===== config.mk =====
export PLATFORM = sky130hd
export DESIGN_NAME = telnet_option_negotiator
export DESIGN_NICKNAME = d
export VERILOG_FILES = /design/src/rtl/core/tonp_pkg.sv /design/src/rtl/core/tonp_decode.sv /design/src/rtl/core/tonp_serial.sv /design/src/rtl/core/telnet_option_negotiator.sv
export SDC_FILE = /design/constraint.sdc
export NUM_CORES = 1
export LEC_CHECK = 0
export BUFFER_PORTS_ARGS = -buffer_cell sky130_fd_sc_hd__buf_4
export CORE_ASPECT_RATIO = 1.25
export CORE_MARGIN = 1
export CORE_UTILIZATION = 60
export DETAILED_ROUTE_END_ITERATION = 10
export PLACE_DENSITY_LB_ADDON = 0.15
export RECOVER_POWER = 100
export SLEW_MARGIN = 0
export SYNTH_ARGS = -nofsm -noshare
export SYNTH_HDL_FRONTEND = slang
export SYNTH_SLANG_ARGS = --single-unit

===== constraint.sdc =====
create_clock -name clk -period 3 [get_ports clk]
set_input_delay 0.75 -clock clk [delete_from_list [all_inputs] [get_ports clk]]
set_output_delay 0.75 -clock clk [all_outputs]
set_load 0.02 [all_outputs]

===== src/rtl/core/tonp_pkg.sv =====
// ----------------------------------------------------------------------------
// tonp_pkg
// Shared constants and types for the telnet option negotiator: byte codes,
// option indexes, escape flags, reply beat phases and the burst descriptor.
// ----------------------------------------------------------------------------
`default_nettype none

package tonp_pkg;

    // number of options with an on/off flag, and the bits to index them
    localparam int KNOWN_OPTIONS = 4;
    localparam int OPT_IDX_W     = (KNOWN_OPTIONS > 1) ? $clog2(KNOWN_OPTIONS) : 1;

    // telnet command bytes
    localparam logic [7:0] B_IAC  = 8'hFF;
    localparam logic [7:0] B_WILL = 8'hFB;
    localparam logic [7:0] B_WONT = 8'hFC;
    localparam logic [7:0] B_DO   = 8'hFD;
    localparam logic [7:0] B_DONT = 8'hFE;
    localparam logic [7:0] B_LF   = 8'h0A;

    // option indexes that have a reset value of on
    localparam logic [OPT_IDX_W-1:0] OPT_ECHO = OPT_IDX_W'(1);
    localparam logic [OPT_IDX_W-1:0] OPT_SGA  = OPT_IDX_W'(3);

    // option flags after reset: echo and suppress go-ahead on
    localparam logic [KNOWN_OPTIONS-1:0] OPT_RESET =
        KNOWN_OPTIONS'((1 << OPT_ECHO) | (1 << OPT_SGA));

    // escape state bits
    localparam logic [1:0] ESC_NONE = 2'b00;
    localparam logic [1:0] ESC_IAC  = 2'b01;
    localparam logic [1:0] ESC_VERB = 2'b10;

    // result kind
    localparam logic KIND_DISPLAY = 1'b0;
    localparam logic KIND_SEND    = 1'b1;

    // position inside a three-byte reply
    typedef enum logic [1:0] {
        PH_IAC  = 2'd0,
        PH_VERB = 2'd1,
        PH_OPT  = 2'd2
    } phase_t;

    // everything needed to play out the results of one input byte
    typedef struct packed {
        logic       is_reply;    // 1: one or two replies, 0: one display byte
        logic       two_replies; // second reply is always DONT
        logic [7:0] verb_a;      // verb of the first reply
        logic [7:0] data;        // display byte or option code
        logic       term;        // terminal mode after this byte
    } burst_t;

endpackage

`default_nettype wire


===== src/rtl/core/tonp_decode.sv =====
// ----------------------------------------------------------------------------
// tonp_decode
// Holds the escape state, pending verb, option flags and terminal mode, and
// works out in one pass what an input byte causes and how the state moves.
// ----------------------------------------------------------------------------
`default_nettype none

module tonp_decode
    import tonp_pkg::*;
(
    input  wire logic       clk,
    input  wire logic       rst_n,
    input  wire logic       take,
    input  wire logic [7:0] byte_in,
    input  wire logic       from_remote,
    output burst_t          burst,
    output logic            has_result
);

    logic [1:0]               esc_reg, esc_next;
    logic [7:0]               verb_reg, verb_next;
    logic [KNOWN_OPTIONS-1:0] opt_reg, opt_next;
    logic                     neg_reg, neg_next;

    logic                 is_verb;
    logic                 known;
    logic [OPT_IDX_W-1:0] opt_idx;
    logic                 cur_on;

    assign is_verb = byte_in inside {[B_WILL:B_DONT]};
    assign known   = byte_in < 8'(KNOWN_OPTIONS);
    assign opt_idx = byte_in[OPT_IDX_W-1:0];
    assign cur_on  = opt_reg[opt_idx];

    // next state and burst descriptor
    always_comb
    begin
        esc_next          = esc_reg;
        verb_next         = verb_reg;
        opt_next          = opt_reg;
        neg_next          = neg_reg;
        has_result        = 1'b0;
        burst.is_reply    = 1'b0;
        burst.two_replies = 1'b0;
        burst.verb_a      = B_DONT;
        burst.data        = byte_in;
        burst.term        = neg_reg;

        if (byte_in == B_IAC)
        begin
            esc_next = esc_reg | ESC_IAC;
        end
        else if (esc_reg[0] && is_verb)
        begin
            verb_next = byte_in;
            esc_next  = ESC_VERB;
        end
        else
        begin
            esc_next = ESC_NONE;
            if (!esc_reg[0] && esc_reg[1])
            begin
                // option code after a verb
                if (known)
                begin
                    neg_next   = 1'b1;
                    burst.term = 1'b1;
                    case (verb_reg)
                        B_WILL:
                        begin
                            if (cur_on)
                            begin
                                opt_next[opt_idx] = 1'b0;
                                has_result        = 1'b1;
                                burst.is_reply    = 1'b1;
                                burst.verb_a      = B_DO;
                            end
                        end
                        B_WONT:
                        begin
                            if (!cur_on)
                            begin
                                opt_next[opt_idx] = 1'b1;
                                has_result        = 1'b1;
                                burst.is_reply    = 1'b1;
                                burst.verb_a      = B_DONT;
                            end
                        end
                        B_DO:
                        begin
                            if (!cur_on)
                            begin
                                opt_next[opt_idx] = 1'b1;
                                has_result        = 1'b1;
                                burst.is_reply    = 1'b1;
                                burst.verb_a      = B_WILL;
                            end
                        end
                        B_DONT:
                        begin
                            if (cur_on)
                            begin
                                opt_next[opt_idx] = 1'b0;
                                has_result        = 1'b1;
                                burst.is_reply    = 1'b1;
                                burst.verb_a      = B_WONT;
                            end
                        end
                        default:
                        begin
                        end
                    endcase
                end
                else
                begin
                    // fixed refusals for unknown options
                    case (verb_reg)
                        B_WILL:
                        begin
                            has_result     = 1'b1;
                            burst.is_reply = 1'b1;
                            burst.verb_a   = B_DONT;
                        end
                        B_DO:
                        begin
                            has_result        = 1'b1;
                            burst.is_reply    = 1'b1;
                            burst.two_replies = 1'b1;
                            burst.verb_a      = B_WONT;
                        end
                        B_DONT:
                        begin
                            has_result     = 1'b1;
                            burst.is_reply = 1'b1;
                            burst.verb_a   = B_WONT;
                        end
                        default:
                        begin
                        end
                    endcase
                end
            end
            else if ((from_remote || opt_reg[OPT_ECHO]) && (neg_reg || byte_in != B_LF))
            begin
                // plain data byte to display
                has_result = 1'b1;
            end
        end
    end

    // state registers
    always_ff @(posedge clk or negedge rst_n)
    begin
        if (!rst_n)
        begin
            esc_reg  <= ESC_NONE;
            verb_reg <= 8'h00;
            opt_reg  <= OPT_RESET;
            neg_reg  <= 1'b0;
        end
        else if (take)
        begin
            esc_reg  <= esc_next;
            verb_reg <= verb_next;
            opt_reg  <= opt_next;
            neg_reg  <= neg_next;
        end
    end

endmodule

`default_nettype wire


===== src/rtl/core/tonp_serial.sv =====
// ----------------------------------------------------------------------------
// tonp_serial
// Result register: holds one burst and plays it out one beat at a time,
// either a single display byte or one or two three-byte replies.
// ----------------------------------------------------------------------------
`default_nettype none

module tonp_serial
    import tonp_pkg::*;
(
    input  wire logic       clk,
    input  wire logic       rst_n,
    input  wire logic       load,
    input  wire burst_t     burst_in,
    output logic            can_load,
    output logic            out_valid,
    input  wire logic       out_ready,
    output logic            kind,
    output logic [7:0]      byte_out,
    output logic            terminal_mode,
    output logic            last
);

    logic   valid_reg, valid_next;
    burst_t burst_reg, burst_next;
    phase_t phase_reg, phase_next;
    logic   second_reg, second_next;
    logic   beat_taken;

    assign out_valid     = valid_reg;
    assign kind          = burst_reg.is_reply ? KIND_SEND : KIND_DISPLAY;
    assign terminal_mode = burst_reg.term;
    assign last          = !burst_reg.is_reply ||
                           (phase_reg == PH_OPT && (!burst_reg.two_replies || second_reg));
    assign beat_taken    = valid_reg && out_ready;
    assign can_load      = !valid_reg || (out_ready && last);

    // beat byte select
    always_comb
    begin
        byte_out = burst_reg.data;
        if (burst_reg.is_reply)
        begin
            case (phase_reg)
                PH_IAC:  byte_out = B_IAC;
                PH_VERB: byte_out = second_reg ? B_DONT : burst_reg.verb_a;
                PH_OPT:  byte_out = burst_reg.data;
                default: byte_out = burst_reg.data;
            endcase
        end
    end

    // next burst position
    always_comb
    begin
        valid_next  = valid_reg;
        burst_next  = burst_reg;
        phase_next  = phase_reg;
        second_next = second_reg;
        if (can_load)
        begin
            valid_next  = load;
            burst_next  = burst_in;
            phase_next  = PH_IAC;
            second_next = 1'b0;
        end
        else if (beat_taken)
        begin
            case (phase_reg)
                PH_IAC:  phase_next = PH_VERB;
                PH_VERB: phase_next = PH_OPT;
                PH_OPT:
                begin
                    phase_next  = PH_IAC;
                    second_next = 1'b1;
                end
                default: phase_next = PH_IAC;
            endcase
        end
    end

    // control registers
    always_ff @(posedge clk or negedge rst_n)
    begin
        if (!rst_n)
        begin
            valid_reg  <= 1'b0;
            phase_reg  <= PH_IAC;
            second_reg <= 1'b0;
        end
        else
        begin
            valid_reg  <= valid_next;
            phase_reg  <= phase_next;
            second_reg <= second_next;
        end
    end

    // burst payload
    always_ff @(posedge clk)
    begin
        burst_reg <= burst_next;
    end

endmodule

`default_nettype wire


===== src/rtl/core/telnet_option_negotiator.sv =====
// ----------------------------------------------------------------------------
// telnet_option_negotiator
// Telnet IAC option negotiator with a serialized reply output.
// ----------------------------------------------------------------------------
// Takes one byte per beat and answers telnet WILL/WONT/DO/DONT negotiation
// with three-byte IAC replies (kind 1), or passes the byte on for display
// (kind 0) when it came from the host or echo is on. While out_ready stays
// high, bytes that cause zero or one result are taken at one per cycle. A
// negotiation that replies holds the output for 3 beats (6 for DO of an
// unknown option); the next input byte is taken in the cycle the final beat
// of that burst leaves, since a single result register carries the burst.
// in_ready follows out_ready in the same cycle: while any beat waits on
// out_ready, no input byte is taken, even one that causes no result.
// ----------------------------------------------------------------------------
`default_nettype none

module telnet_option_negotiator
    import tonp_pkg::*;
(
    input  wire logic       clk,
    input  wire logic       rst_n,
    input  wire logic       in_valid,
    output logic            in_ready,
    input  wire logic [7:0] byte_in,
    input  wire logic       from_remote,
    output logic            out_valid,
    input  wire logic       out_ready,
    output logic            kind,
    output logic [7:0]      byte_out,
    output logic            terminal_mode,
    output logic            last
);

    burst_t burst;
    logic   has_result;
    logic   take;

    assign take = in_valid && in_ready;

    // negotiation state and decode
    tonp_decode u_decode (
        .clk         (clk),
        .rst_n       (rst_n),
        .take        (take),
        .byte_in     (byte_in),
        .from_remote (from_remote),
        .burst       (burst),
        .has_result  (has_result)
    );

    // result register and beat serializer
    tonp_serial u_serial (
        .clk           (clk),
        .rst_n         (rst_n),
        .load          (take && has_result),
        .burst_in      (burst),
        .can_load      (in_ready),
        .out_valid     (out_valid),
        .out_ready     (out_ready),
        .kind          (kind),
        .byte_out      (byte_out),
        .terminal_mode (terminal_mode),
        .last          (last)
    );

endmodule

`default_nettype wire


**Yosys cells after proc, flatten, opt, wreduce, memory -nomap -nowiden**

Index checks and enable logic that the tools add are counted.

- $lt $le $gt $ge: 5
- Equal/unequal tests: 10
- Mux-type cells: 39
- Bitwise gates (word level): 6
- Reductions and logical operators: 33

Operator list:

| kind | count |
|---|---|
| $eq 8x8->1 const B | 5 |
| $mux 8 | 3 |
| $pmux 8 s3 | 1 |
| $mux 1 | 20 |
| $pmux 8 s2 | 1 |
| $mux 2 | 6 |
| $logic_and 1x1->1 | 10 |
| $ge 8x8->1 const B | 1 |
| $le 8x8->1 const B | 1 |
| $lt 8x3->1 const B | 1 |
| $mux 4 | 2 |
| $ne 8x4->1 const B | 1 |
| $pmux 4 s2 | 1 |
| $reduce_and 8->1 | 1 |
| $reduce_bool 2->1 | 3 |
| $reduce_or 2->1 | 3 |
| $reduce_or 3->1 | 2 |
| $logic_or 1x1->1 | 5 |
| $and 4x4->4 | 1 |
| $logic_not 1->1 | 4 |
| $not 4->4 | 1 |
| $or 4x4->4 | 1 |
| $pmux 2 s2 | 1 |
| $reduce_and 2->1 | 2 |
| 14 further kinds | 16 |

- Register bits: 38
- Bits of input ports: 13
- Output and inout port bits: 13
- Word-level logic and storage cells: 106

**Depth between registers and ports, before layout**

- Depth in word-level cells: 9
- Mapped depth: 6
- Depth with buffers taken out: 5

**Cells and area by module**

From an unflattened synthesis, not the netlist that was laid out.

- Cells, all modules: 175
- Area, all modules: 2000.7 µm²

Modules (own cells, without submodules):

| module | instances | cells each | area each (µm²) | sequential area each (µm²) |
|---|---|---|---|---|
| tonp_decode | 1 | 120 | 1092.3 | 377.9 |
| tonp_serial | 1 | 53 | 895.9 | 670.6 |
| telnet_option_negotiator | 1 | 2 | 12.5 | 0.0 |

**Worst setup path before layout**

Ideal clock, no wire load.

- Path type: reg2out
- From: reg u_serial.phase_reg[0]
- To: out in_ready
- Arrival time: 1.737 ns
- Required time: 2.250 ns
- Setup slack: 0.513 ns
- Stages on the path, launching flop included: 5
- Path buffers: 0
- Cells stage by stage: dfrtp_1 -> nand2b_1 -> o21ai_0 -> nand2_1 -> nand2_1

- Longest elaborated chain between the ends: 5

Ends and longest elaborated chain:

| what | line | text |
|---|---|---|
| start, declared | tonp_serial.sv:26 | `phase_t phase_reg, phase_next;` |
| start signal, assigned | tonp_serial.sv:94 | `phase_reg <= phase_next;` |
| $eq 2x2->1 | tonp_serial.sv:34 | `(phase_reg == PH_OPT && (!burst_reg.two_replies \|\| second_reg));` |
| $logic_and 1x1->1 | tonp_serial.sv:34 |  |
| $logic_or 1x1->1 | tonp_serial.sv:33 | `assign last = !burst_reg.is_reply \|\|` |
| net last | telnet_option_negotiator.sv:31 | `output logic last` |
| $logic_and 1x1->1 | tonp_serial.sv:36 | `assign can_load = !valid_reg \|\| (out_ready && last);` |
| $logic_or 1x1->1 | tonp_serial.sv:36 |  |
| end, declared | telnet_option_negotiator.sv:23 | `output logic in_ready,` |

The timed path passes the listed nets, and every way through them passes these cells.

**Worst setup path after layout**

- From: in byte_in[7]
- To: reg u_serial.burst_reg[10] (netlist bit) (data pin)

- Longest elaborated chain between the ends: 4
- Elaborated cells on any way between the ends: 8
- Classes of those cells: 3 x order compare; 1 x eq/ne; 1 x mux; 3 x reduce/logical

Ends and longest elaborated chain:

| what | line | text |
|---|---|---|
| start, declared | telnet_option_negotiator.sv:24 | `input wire logic [7:0] byte_in,` |
| $ge 8x8->1 or $le 8x8->1 (tied branches) | tonp_decode.sv:30 | `assign is_verb = byte_in inside {[B_WILL:B_DONT]};` |
| $logic_and 1x1->1 | tonp_decode.sv:30 |  |
| $logic_and 1x1->1 | tonp_decode.sv:53 | `else if (esc_reg[0] && is_verb)` |
| $reduce_or 3->1 (no line) | n/a |  |
| end signal, assigned | tonp_serial.sv:102 | `burst_reg <= burst_next;` |
| end, declared | tonp_serial.sv:25 | `burst_t burst_reg, burst_next;` |

Several ways; a longest one is shown, not always the timed one.
A chain may end at the register's enable or synchronous reset.

==> reports/qor.csv <==
stage;metric;value;unit
layout;fill_cells;224;
sta;setup_viol;0;
sta;clock_skew;0.00456;ns
clock_network;ctsHoldBuffers;0;
synth;synthArstFlopShare;0.576;
layout;fin_area;1840;um2
floorplanning;rows;21;
hold_path;hp-class;flop to flop;
sta;tns;0;ns
clock_network;root_buffer;clkbuf_4;
hold_path;hold_depth;1;
clock_network;cts_tree;done;
sta;slew_headroom;0.295;
global_route;antenna_found_initial;0;
worst_setup_path;arrival;2.53;ns
worst_setup_path;r2r_slack;0.96;ns
placement;portBuffers;25;
global_route;grt_pass1_vias;1157;
floorplanning;die-area;3010;um2
drt;routedWlPerCell;14.9;um
worst_setup_path;r2r_end;u_serial.terminal_mode;
layout;register_area;898;um2
clock_network;htreeDepth;2;
synth;synth_edf_count;14;
clock_network;clock-sinks;33;
synth;ys_warn_count;0;
synth;syn_area;1680;um2
synth;ys_seq_area_frac;0.536;
drt;remaining_drc_errors;0;
floorplanning;die_h;61.1;um
drt;drtPass1Iterations;4;
drt;drt_iter0_drc;41;
placement;place_ws;0.641;ns
drt;vias_per_cell;5.92;
synth;synth_flop_cell;dfrtp_1;
synth;syn_nets;165;
layout;drive_above_1_share;0.160;
clock_network;cts_buffers;5;
drt;vias;1272;
worst_setup_path;crit_required;3.08;ns
synth;synth_cell_types;45;
clock_network;post-cts-setup-buffer-count;0;
sta;period_minus_slack;2.44;ns
clock_network;post_cts_resized;0;
drt;ant_nets;0;
global_route;grt_pass1_wl;5.03;mm
synth;synth_top_family_by_area;simple AND/OR/NAND/NOR gates;
job;maxCapViolations;0;
power_and_ir_drop;ir_drop;364;uV
power_and_ir_drop;total_power;847;uW
floorplanning;core_region_area;2650;um2
sta;fmaxAchievable;410;MHz
placement;place_congestion;0.780;
placement;place_area;1890;um2
layout;finalNonFillerCells;215;
synth;syn_avg_cell_area;11.0;um2
global_route;track_usage;0.232;
synth;synth_seq_cells;33;
worst_setup_path;cp_max_fo;6;
worst_setup_path;timing.rr.start;u_serial.phase_reg[0];
outcome;status;finished, final reports clean;
layout;diodes;0;
global_route;grt_max_degree;20;
sta;slew_violations;0;
hold_path;worstHoldEndpoint;u_decode.verb_reg[7];
synth;synth-compound-area-share;0.0813;
placement;hpwl;2.41;mm
drt;wl;3.20;mm
sta;worst_slack;0.558;ns
placement;dp.cells;207;
worst_setup_path;cp-start-kind;input pin;
sta;worst_pin_slew;1.06;ns
hold_path;min_from;u_decode.verb_reg[7];
sta;holdWs;0.477;ns
global_route;overflow;0;
worst_setup_path;crit_type;input pin to flop;
clock_network;clkSlewWorstSetupHoldPaths;0.10;ns
synth;synth_top_cell_by_area;dfrtp_1;
synth;synth-simple-area-share;0.281;
power_and_ir_drop;p_leak;0.777;nW
sta;grt_setup_unrepaired;false;
worst_setup_path;cp-end-kind;flop;
clock_network;clk_latency;0.33;ns
floorplanning;ios;26;
worst_setup_path;reg2reg_depth;5;
power_and_ir_drop;p_per_area;460;nW/um2
floorplanning;start_util;0.632;
layout;syn2layout_area_growth;9.85;%
layout;fin_util;0.694;
clock_network;clk_path_buf_depth;2;
synth;synth_area_leaders;dfrtp_1 (25%), edfxtp_1 (25%), nand2b_1 (4.1%);
floorplanning;die_w;49.3;um
synth;yosys.area_share.adder;0.00597;
synth;synthMuxAreaShare;0.0672;
synth;synthCells;152;
sta;hold_viol_final;0;
sta;period_share;0.814;
synth;synth-xor-area-share;0.0104;
layout;nets;193;
synth;synth_top_area_share;0.254;
layout;multi_input_area;726;um2
[critical path, stage by stage]
cell and delay, ns:
clkbuf_1 0.09, nor4_1 0.77, nand2_1 0.29, nand3_1 0.15, o21ai_0 0.07, or4_1 0.39
[layout make-up]
cell class	count	share of cell area
Timing Repair Buffer	26	0.0591
Sequential cell	33	0.488
Clock buffer	5	0.0204
Tap cell	34	0.0231
Multi-Input combinational cell	111	0.394
Inverter	3	0.00611
Clock inverter	3	0.00951
[worst max path at each step]
| stage | startpoint | endpoint | slack [ns] | cells after the start |
|---|---|---|---|---|
| after CTS | u_serial.phase_reg[0] | in_ready | 0.68 | 5 |
| after global routing | byte_in[7] | u_serial.burst_reg[10] | 0.32 | 6 |
| final | byte_in[7] | u_serial.burst_reg[10] | 0.56 | 6 |
| after detailed placement | byte_in[7] | flop | 0.64 | 6 |
| after global placement | byte_in[7] | flop | 0.66 | 6 |
| after floorplan | u_serial.phase_reg[0] | in_ready | 0.51 | 4 |
[synth_stat cells, types with 2 or more instances]
| master | n |
|---|---|
| inv_1 | 3 |
| or2_2 | 6 |
| nand4_1 | 4 |
| nor2_1 | 13 |
| and2_1 | 2 |
| nor2b_1 | 4 |
| o21ai_0 | 5 |
| mux2_2 | 4 |
| nand3_1 | 8 |
| nand2_1 | 14 |
| or4_1 | 2 |
| o21ai_1 | 2 |
| nand2b_1 | 11 |
| clkbuf_1 | 4 |
| edfxtp_1 | 14 |
| a21o_1 | 3 |
| dfrtp_1 | 17 |
| dfstp_2 | 2 |
| nand4b_1 | 2 |
| a21oi_1 | 4 |
| mux2_1 | 4 |
[cells by family after synthesis]
family,Yosys count
AO/OA/AOI/OAI,21
XOR/XNOR,2
adder cells (fa/ha/maj),1
buffers and inverters,8
flip-flops,33
multiplexers,9
AND/OR/NAND/NOR,78
[where the power goes]
| part | internal, mW | switching [mW] |
|---|---|---|
| clock network | 0.0882 | 0.148 |
| registers | 0.493 | 0.00763 |
| logic | 0.0304 | 0.0797 |
[cell usage in the layout, fill, tap and decap left out, drive strengths merged, types with 6 or more instances in the layout]
| cell | count |
|---|---|
| nand2 | 14 |
| clkbuf | 28 |
| edfxtp | 14 |
| or2 | 6 |
| o21ai | 8 |
| dfrtp | 17 |
| mux2 | 8 |
| nand2b | 11 |
| nor2 | 13 |
| nand3 | 9 |
[per-layer routing]
layer | up-vias | global-route usage | part of all wire
met5 | - | 0 | 0
met4 | 0 | 0.122 | 0.018
met3 | 8 | 0.0395 | 0.058
met2 | 47 | 0.434 | 0.52
met1 | 611 | 0.257 | 0.40
li1 | 606 | - | -
(Power assumes the default switching activity.)
